===== src/rtl/core/spe_pkg.sv =====
// Package for the sparse polynomial evaluator: sizing constants, the sequencer
// state type and the fixed-point rounding and saturation helper.
// Depends on nothing; imported by sparse_polynomial_evaluator and the testbench.
package spe_pkg;

  localparam int TERM_DEPTH = 16;
  localparam int FRAC_BITS  = 16;

  localparam int DATA_W  = 32;
  localparam int POWER_W = 6;
  localparam int PROD_W  = 2 * DATA_W;
  localparam int COUNT_W = 5;
  localparam int BIT_W   = $clog2(POWER_W);
  localparam int IDX_W   = (TERM_DEPTH > 1) ? $clog2(TERM_DEPTH) : 1;
  localparam int CNT_W   = $clog2(TERM_DEPTH + 1);
  localparam int ACC_W   = DATA_W + IDX_W + 1;

  localparam logic [PROD_W-1:0] ROUND_CONST = (PROD_W'(1) << FRAC_BITS) >> 1;
  localparam logic [DATA_W-1:0] FX_ONE      = DATA_W'(PROD_W'(1) << FRAC_BITS);
  localparam logic [BIT_W-1:0]  TOP_BIT     = BIT_W'(POWER_W - 1);

  typedef enum logic [3:0] {
    S_IDLE,
    S_SQR,
    S_SQR_W,
    S_XMUL,
    S_XMUL_W,
    S_COEF,
    S_COEF_W,
    S_FIN
  } spe_state_e;

  typedef struct packed {
    logic signed [DATA_W-1:0] value;
    logic                     ovf;
  } fx_res_t;

  // Rounds a full product to nearest (ties up), drops the fraction bits with an
  // arithmetic shift and saturates to the data width.
  function automatic fx_res_t fx_round_sat(input logic signed [PROD_W-1:0] prod);
    logic signed [PROD_W-1:0] rounded;
    logic signed [PROD_W-1:0] shifted;
    fx_res_t                  res;
    rounded = prod + $signed(ROUND_CONST);
    shifted = rounded >>> FRAC_BITS;
    if (shifted > $signed({{(PROD_W-DATA_W){1'b0}}, 1'b0, {(DATA_W-1){1'b1}}})) begin
      res.value = {1'b0, {(DATA_W-1){1'b1}}};
      res.ovf   = 1'b1;
    end else if (shifted < $signed({{(PROD_W-DATA_W){1'b1}}, 1'b1, {(DATA_W-1){1'b0}}})) begin
      res.value = {1'b1, {(DATA_W-1){1'b0}}};
      res.ovf   = 1'b1;
    end else begin
      res.value = shifted[DATA_W-1:0];
      res.ovf   = 1'b0;
    end
    return res;
  endfunction

endpackage


===== src/rtl/core/sparse_polynomial_evaluator.sv =====
// Top level of the sparse polynomial evaluator: term table, sequencer and the
// shared fixed-point multiplier. Depends on spe_pkg.
//
// The block holds up to TERM_DEPTH terms (coefficient and power 0..63) sorted
// by ascending power. An item is taken when start_i is high and busy_o is low;
// mode_i selects insert (0) or evaluate (1). Every item gives exactly one
// result, shown on the result ports for a single cycle with valid_o high; the
// receiver cannot hold it off, so it must take the result in that cycle. An
// insert is done in the cycle it is accepted: busy_o stays low, the result
// follows in the next cycle and a new item may be accepted meanwhile. An
// evaluate holds busy_o high while one shared 32 x 32 multiplier works
// through the terms one after another. Each multiply registers the product,
// then rounds and saturates it, and x to the power p is built by
// square-and-multiply over all six power bits. The result of an evaluate
// appears in the same cycle in which busy_o falls. There is no clearing pass
// after reset: only entries below the term count are read.
module sparse_polynomial_evaluator
  import spe_pkg::*;
(
  input  logic                     clk_i,
  input  logic                     rst_ni,
  input  logic                     start_i,
  output logic                     busy_o,
  input  logic                     mode_i,
  input  logic signed [DATA_W-1:0] coefficient_i,
  input  logic [POWER_W-1:0]       power_i,
  input  logic signed [DATA_W-1:0] x_i,
  output logic                     valid_o,
  output logic signed [DATA_W-1:0] value_o,
  output logic                     overflow_o,
  output logic                     table_full_o,
  output logic [COUNT_W-1:0]       count_o
);

  // Term table. Each entry is read at its own fixed place for the insert
  // shift, and at the walking index during evaluation.
  logic signed [DATA_W-1:0] coeff_q [TERM_DEPTH];
  logic signed [DATA_W-1:0] coeff_d [TERM_DEPTH];
  logic [POWER_W-1:0]       power_q [TERM_DEPTH];
  logic [POWER_W-1:0]       power_d [TERM_DEPTH];
  logic [TERM_DEPTH-1:0]    below;

  logic [CNT_W-1:0]         count_q, count_d;
  spe_state_e               state_q, state_d;
  logic [IDX_W-1:0]         k_q, k_d;
  logic [BIT_W-1:0]         bit_q, bit_d;
  logic signed [DATA_W-1:0] r_q, r_d;
  logic signed [DATA_W-1:0] x_q, x_d;
  logic signed [ACC_W-1:0]  acc_q, acc_d;
  logic                     ovf_q, ovf_d;
  logic signed [PROD_W-1:0] prod_q, prod_d;

  logic                     valid_q, valid_d;
  logic signed [DATA_W-1:0] value_q, value_d;
  logic                     overflow_q, overflow_d;
  logic                     full_q, full_d;

  logic                     accept;
  logic                     table_is_full;
  logic                     last_term;
  logic                     cur_bit;
  logic signed [DATA_W-1:0] mul_a, mul_b;
  fx_res_t                  fx;

  assign accept        = start_i && !busy_o;
  assign table_is_full = (count_q == CNT_W'(TERM_DEPTH));
  assign last_term     = (CNT_W'(k_q) + CNT_W'(1)) == count_q;
  assign cur_bit       = power_q[k_q][bit_q];
  assign fx            = fx_round_sat(prod_q);

  // An entry takes part in the insert search only if it holds a live term.
  always_comb begin
    for (int i = 0; i < TERM_DEPTH; i++) begin
      below[i] = (CNT_W'(i) < count_q) && (power_q[i] < power_i);
    end
  end

  // Next state of the sequencer.
  always_comb begin
    state_d = state_q;
    case (state_q)
      S_IDLE: begin
        if (accept && mode_i) begin
          state_d = (count_q == '0) ? S_FIN : S_SQR;
        end
      end
      S_SQR:    state_d = S_SQR_W;
      S_SQR_W: begin
        if (cur_bit) begin
          state_d = S_XMUL;
        end else if (bit_q == '0) begin
          state_d = S_COEF;
        end else begin
          state_d = S_SQR;
        end
      end
      S_XMUL:   state_d = S_XMUL_W;
      S_XMUL_W: state_d = (bit_q == '0) ? S_COEF : S_SQR;
      S_COEF:   state_d = S_COEF_W;
      S_COEF_W: state_d = last_term ? S_FIN : S_SQR;
      S_FIN:    state_d = S_IDLE;
      default:  state_d = S_IDLE;
    endcase
  end

  // Operand selection for the shared multiplier.
  always_comb begin
    mul_a = r_q;
    mul_b = r_q;
    case (state_q)
      S_XMUL:  mul_b = x_q;
      S_COEF:  mul_a = coeff_q[k_q];
      default: mul_b = r_q;
    endcase
    prod_d = PROD_W'(mul_a) * PROD_W'(mul_b);
  end

  // Datapath and result registers.
  always_comb begin
    count_d    = count_q;
    k_d        = k_q;
    bit_d      = bit_q;
    r_d        = r_q;
    x_d        = x_q;
    acc_d      = acc_q;
    ovf_d      = ovf_q;
    valid_d    = 1'b0;
    value_d    = value_q;
    overflow_d = overflow_q;
    full_d     = full_q;
    coeff_d    = coeff_q;
    power_d    = power_q;

    case (state_q)
      S_IDLE: begin
        if (accept && !mode_i) begin
          // Insert: finished here, result shown in the next cycle.
          valid_d    = 1'b1;
          value_d    = '0;
          overflow_d = 1'b0;
          full_d     = table_is_full;
          if (!table_is_full) begin
            for (int i = 0; i < TERM_DEPTH; i++) begin
              if (CNT_W'(i) <= count_q && !below[i]) begin
                if (i == 0 || below[(i > 0) ? i - 1 : 0]) begin
                  coeff_d[i] = coefficient_i;
                  power_d[i] = power_i;
                end else begin
                  coeff_d[i] = coeff_q[(i > 0) ? i - 1 : 0];
                  power_d[i] = power_q[(i > 0) ? i - 1 : 0];
                end
              end
            end
            count_d = count_q + CNT_W'(1);
          end
        end else if (accept) begin
          x_d   = x_i;
          k_d   = '0;
          bit_d = TOP_BIT;
          r_d   = FX_ONE;
          acc_d = '0;
          ovf_d = 1'b0;
        end
      end
      S_SQR_W: begin
        r_d   = fx.value;
        ovf_d = ovf_q | fx.ovf;
        if (!cur_bit && bit_q != '0) begin
          bit_d = bit_q - BIT_W'(1);
        end
      end
      S_XMUL_W: begin
        r_d   = fx.value;
        ovf_d = ovf_q | fx.ovf;
        if (bit_q != '0) begin
          bit_d = bit_q - BIT_W'(1);
        end
      end
      S_COEF_W: begin
        acc_d = acc_q + ACC_W'(fx.value);
        ovf_d = ovf_q | fx.ovf;
        k_d   = k_q + IDX_W'(1);
        bit_d = TOP_BIT;
        r_d   = FX_ONE;
      end
      S_FIN: begin
        // The sum is saturated once, at the end.
        valid_d = 1'b1;
        full_d  = 1'b0;
        if (acc_q > ACC_W'($signed({1'b0, {(DATA_W-1){1'b1}}}))) begin
          value_d    = {1'b0, {(DATA_W-1){1'b1}}};
          overflow_d = 1'b1;
        end else if (acc_q < ACC_W'($signed({1'b1, {(DATA_W-1){1'b0}}}))) begin
          value_d    = {1'b1, {(DATA_W-1){1'b0}}};
          overflow_d = 1'b1;
        end else begin
          value_d    = acc_q[DATA_W-1:0];
          overflow_d = ovf_q;
        end
      end
      default: begin
        ovf_d = ovf_q;
      end
    endcase
  end

  always_ff @(posedge clk_i or negedge rst_ni) begin
    if (!rst_ni) begin
      state_q <= S_IDLE;
      count_q <= '0;
      valid_q <= 1'b0;
    end else begin
      state_q <= state_d;
      count_q <= count_d;
      valid_q <= valid_d;
    end
  end

  always_ff @(posedge clk_i) begin
    coeff_q    <= coeff_d;
    power_q    <= power_d;
    k_q        <= k_d;
    bit_q      <= bit_d;
    r_q        <= r_d;
    x_q        <= x_d;
    acc_q      <= acc_d;
    ovf_q      <= ovf_d;
    prod_q     <= prod_d;
    value_q    <= value_d;
    overflow_q <= overflow_d;
    full_q     <= full_d;
  end

  assign busy_o       = (state_q != S_IDLE);
  assign valid_o      = valid_q;
  assign value_o      = value_q;
  assign overflow_o   = overflow_q;
  assign table_full_o = full_q;
  assign count_o      = COUNT_W'(count_q);

endmodule


===== config.mk =====
export PLATFORM = sky130hd
export DESIGN_NAME = sparse_polynomial_evaluator
export DESIGN_NICKNAME = d
export VERILOG_FILES = /design/src/rtl/core/spe_pkg.sv /design/src/rtl/core/sparse_polynomial_evaluator.sv
export SDC_FILE = /design/constraint.sdc
export NUM_CORES = 2
export LEC_CHECK = 0
export ABC_AREA = 1
export BUFFER_PORTS_ARGS = -buffer_cell sky130_fd_sc_hd__buf_4
export CORE_ASPECT_RATIO = 1.2
export CORE_MARGIN = 2
export CORE_UTILIZATION = 60
export CTS_CLUSTER_DIAMETER = 30
export CTS_CLUSTER_SIZE = 28
export DETAILED_ROUTE_END_ITERATION = 10
export HOLD_SLACK_MARGIN = 0.03
export PLACE_DENSITY_LB_ADDON = 0.15
export SLEW_MARGIN = 20
export SYNTH_ARGS = -nofsm -noshare
export SYNTH_HDL_FRONTEND = slang
export SYNTH_SLANG_ARGS = --single-unit

===== constraint.sdc =====
create_clock -name clk_i -period 9.5 [get_ports clk_i]
set_input_delay 0 -clock clk_i [delete_from_list [all_inputs] [get_ports clk_i]]
set_output_delay 0 -clock clk_i [all_outputs]
set_load 0.02 [all_outputs]

==> impl_results.md <==
* Cts bufs inserted at 181
* Iter 0 DRT Violations at 8322
* Mean Syn Cell Area at 8.89 um^2
* # DRC at 0
* Max Clk Rate at 0.107 GHz
* Worst-path clk slew at 0.05 ns
* Antenna violations before repair at 16
* Vias in the first global route at 68378
* Endpoints failing hold at 0
* Overall routed net length at 286000 um
* Commonest cells after routing, fill and taps aside: nand2_1, inv_1, nor2_1
* Non-filler cells, final at 10946
* Vias/cell at 6.16
* CTS sink count at 809
* Tmin final at 9.33 ns
* Post-synth cell types at 63
* Max_slew headroom at 23.9%
* Critical path type: flop to flop
* Global placer's final weighted congestion at 1.03
* Root buf cell: clkbuf_16
* Post-route cell area at 0.0903 mm^2
* Area added between synthesis and finish at 15.3%
* H-tree depth reported by CTS at 4
* Worst Hold Margin at 0.0594 ns
* CP most frequent cell: fa_1
* Max_cap viols at 0
* Post-synthesis sequential area ratio at 30.3%
* FF/Latch Area at 0.0238 mm^2
* CP max FO at 32
* Nets@finish at 10550
* Slew Limit Fails at 0
* Main synth FF type: edfxtp_1
* FFs w/ async S/R, synth at 1.11%
* Gr ovfl total at 0
* Proportion of layout cells with a drive suffix above 1 at 9.47%
* Detailed placement HPWL at 207000 um
* Via count at 67460
* Largest net degree at the start of global routing at 78
* Combinational family with the most area after synthesis: adder cells
* Synth Area in Compound Gates at 11.5%
* Rows at 145
* CTS max path bufs at 3
* TritonCTS clock tree: built
* Hold crit path type: primary input to flop
* Final Cycle Share at 98.2%
* Syn Inst Count at 8814
* Initial core utilization at 60.3%
* Worst path slowest cell: fa_1
* Placed Area at 0.0824 mm^2
* Adder-cell share of the synthesized area at 32.5%
* Clock Latency Late Sink at 0.83 ns
* WP data required at 10.23 ns
* Number of fill cells in the layout at 10249
* Status: completed
* Final Skew at 0.0416 ns
* Startpoint Class: flop
* TNS Setup at 0 ns
* Post-synth top area cell: edfxtp_1
* IO Pins at 115
* Area of the multi-input gates at 0.0479 mm^2
* Post-synth EDFFs at 751
* Die X at 334 um
* CP Capture Type: flop
* Most common cell after layout, fill and taps aside: nand2_1
* Die Y at 400 um
* DR WL/cell at 26.1 um
* First-pass DRT Iterations at 6
* Total core area at 0.130 mm^2
* Die area at 0.134 mm^2
* Syn_nets at 10273
* GRT Total Usage at 43.2%
* Global-route wire length before repair at 424000 um
* Multiplexer share of the synthesized area at 0%
* FF+latch count, synth at 809
* Worst-Margin Slew at 1.14 ns
* Final setup viols at 0
* Cells after DPL at 10451
* Post-synthesis simple-gate area fraction at 15.5%
* Synth warn at 0
* Synth Cell Area at 0.0784 mm^2
* XOR/XNOR Fraction of Synth Area at 1.10%
* Arr. time, crit path at 10.06 ns
* Slowest stage delay, CP at 0.66 ns
* Share of the synthesized area in the top cell type at 28.8%
* Post-DRT Antenna Nets at 0
* Buffers added on ports at 114
* Synth area leaders: edfxtp_1, fa_1, nand2_1, inv_1, o21ai_0
==> per-layer routing <==
layer  vias to the layer above  routed length, um  GRT usage (%)
li1                      28807                  -              -
met3                      1352              29100           9.34
met4                        16              27900           34.9
met2                      4471             131000           68.1
met1                     32814              98300           51.6
met5                         -                108              0
==> cell families (layout without fill, tap and decap cells) <==
kind of cell	Yosys count	in the layout
AO/OA/AOI/OAI	1605	1605
other	0	8
buffers and inverters	1846	2280
flip-flops	809	809
adder cells (fa/ha/maj)	1385	1385
AND/OR/NAND/NOR	3071	3071
XOR/XNOR	98	98
==> synth_stat cells, types with 3 or more instances <==
cell       number
nor2_1       1128
a21oi_2        15
dfrtp_1         9
o21ai_2        13
ha_1          303
clkbuf_1      318
o22ai_1        22
nand2_1      1624
nand3b_1        5
nand2_2        14
a31oi_1        17
a211oi_1        4
inv_1        1339
a21oi_1       271
nand4_1        29
buf_2         122
xor2_1         75
clkinv_1       10
nor4_1         24
buf_1          21
and3_1          5
fa_1         1082
o21ai_1        42
dfxtp_1        49
nor2_2          5
o21bai_1        5
o21ai_0       960
o2111ai_1      14
xnor2_1        22
buf_6           3
nor3_1         33
o221ai_1      109
a21boi_0        6
buf_4           7
o21a_1        104
o211ai_1       10
edfxtp_1      751
inv_2          24
nand3_1       192
==> through the flow <==
| step | setup slack (ns) | utilization [%] |
|---|---|---|
| 3_3_place_gp | 0.0731 | 63.5 |
| 6_report | 0.166 | 69.5 |
| 4_1_cts | 0.0539 | 69.4 |
| 5_1_grt | -0.0140 | 69.5 |
| 3_5_place_dp | 0.0888 | 63.5 |
| 2_1_floorplan | 1.09 | - |
==> repair_timing <==
| item | 4_1_cts | 5_1_grt |
|---|---|---|
| gates resized for setup | 0 | 35 |
| endpoints found under the hold margin | 655 | 0 |
| endpoints found under the setup margin | 0 | 22 |
| hold buffers | 144 | 0 |
| setup buffers | 0 | 2 |
==> final timing paths <==
| path | startpoint | endpoint | slack [ns] | cells after the start |
|---|---|---|---|---|
| worst max-delay path | k_q[0]$_SDFFCE_PN0P_ | prod_q[50]$_DFF_P_ | 0.17 | 32 |
| worst min-delay path | coefficient_i[17] | coeff_q[113]$_DFFE_PP_ | 0.06 | 4 |
| worst max register to register | k_q[0]$_SDFFCE_PN0P_ | prod_q[50]$_DFF_P_ | 0.17 | 32 |
| worst min register to register | coeff_q[306]$_DFFE_PP_ | coeff_q[274]$_DFFE_PP_ | 0.52 | 2 |
| max in group asynchronous | rst_ni | state_q[0]$_DFFE_PN0P_ | 8.95 | 3 |
| min in group asynchronous | rst_ni | count_o[1]$_DFFE_PN0P_ | 0.22 | 3 |
==> state kept, by name, summed over array words and instances, names as in the netlist <==
register / flops
value_o: 32
power_q: 96
ovf_q: 1
count_o: 5
k_q: 4
bit_q: 3
x_q: 32
table_full_o: 1
state_q: 3
r_q: 32
acc_q: 37
overflow_o: 1
coeff_q: 512
valid_o: 1
prod_q: 49
==> final cells by class <==
class / instances / area share [%]
Antenna cell: 8 / 0.0222
Clock buffer: 202 / 5.19
Clock inverter: 138 / 1.76
Inverter: 1375 / 5.77
Multi-Input combinational cell: 6159 / 53.0
Sequential cell: 809 / 26.3
Tap cell: 1690 / 2.34
Timing Repair Buffer: 564 / 5.59
Timing Repair inverter: 1 / 0.00970
==> worst max-delay path, delay by kind of cell, from the launching register on <==
kind | cells | cell delay, ns
and+or+nand+nor | 7 | 0.96
DFF | 1 | 0.54
buffers and inverters | 8 | 1.42
adders and majority gates | 9 | 4.65
xor gates and xnor gates | 1 | 0.20
AOI/OAI and AO/OA | 7 | 1.42
Power is not shown: default switching activity piles up to over one toggle a cycle in this logic, so the estimate is an artifact.
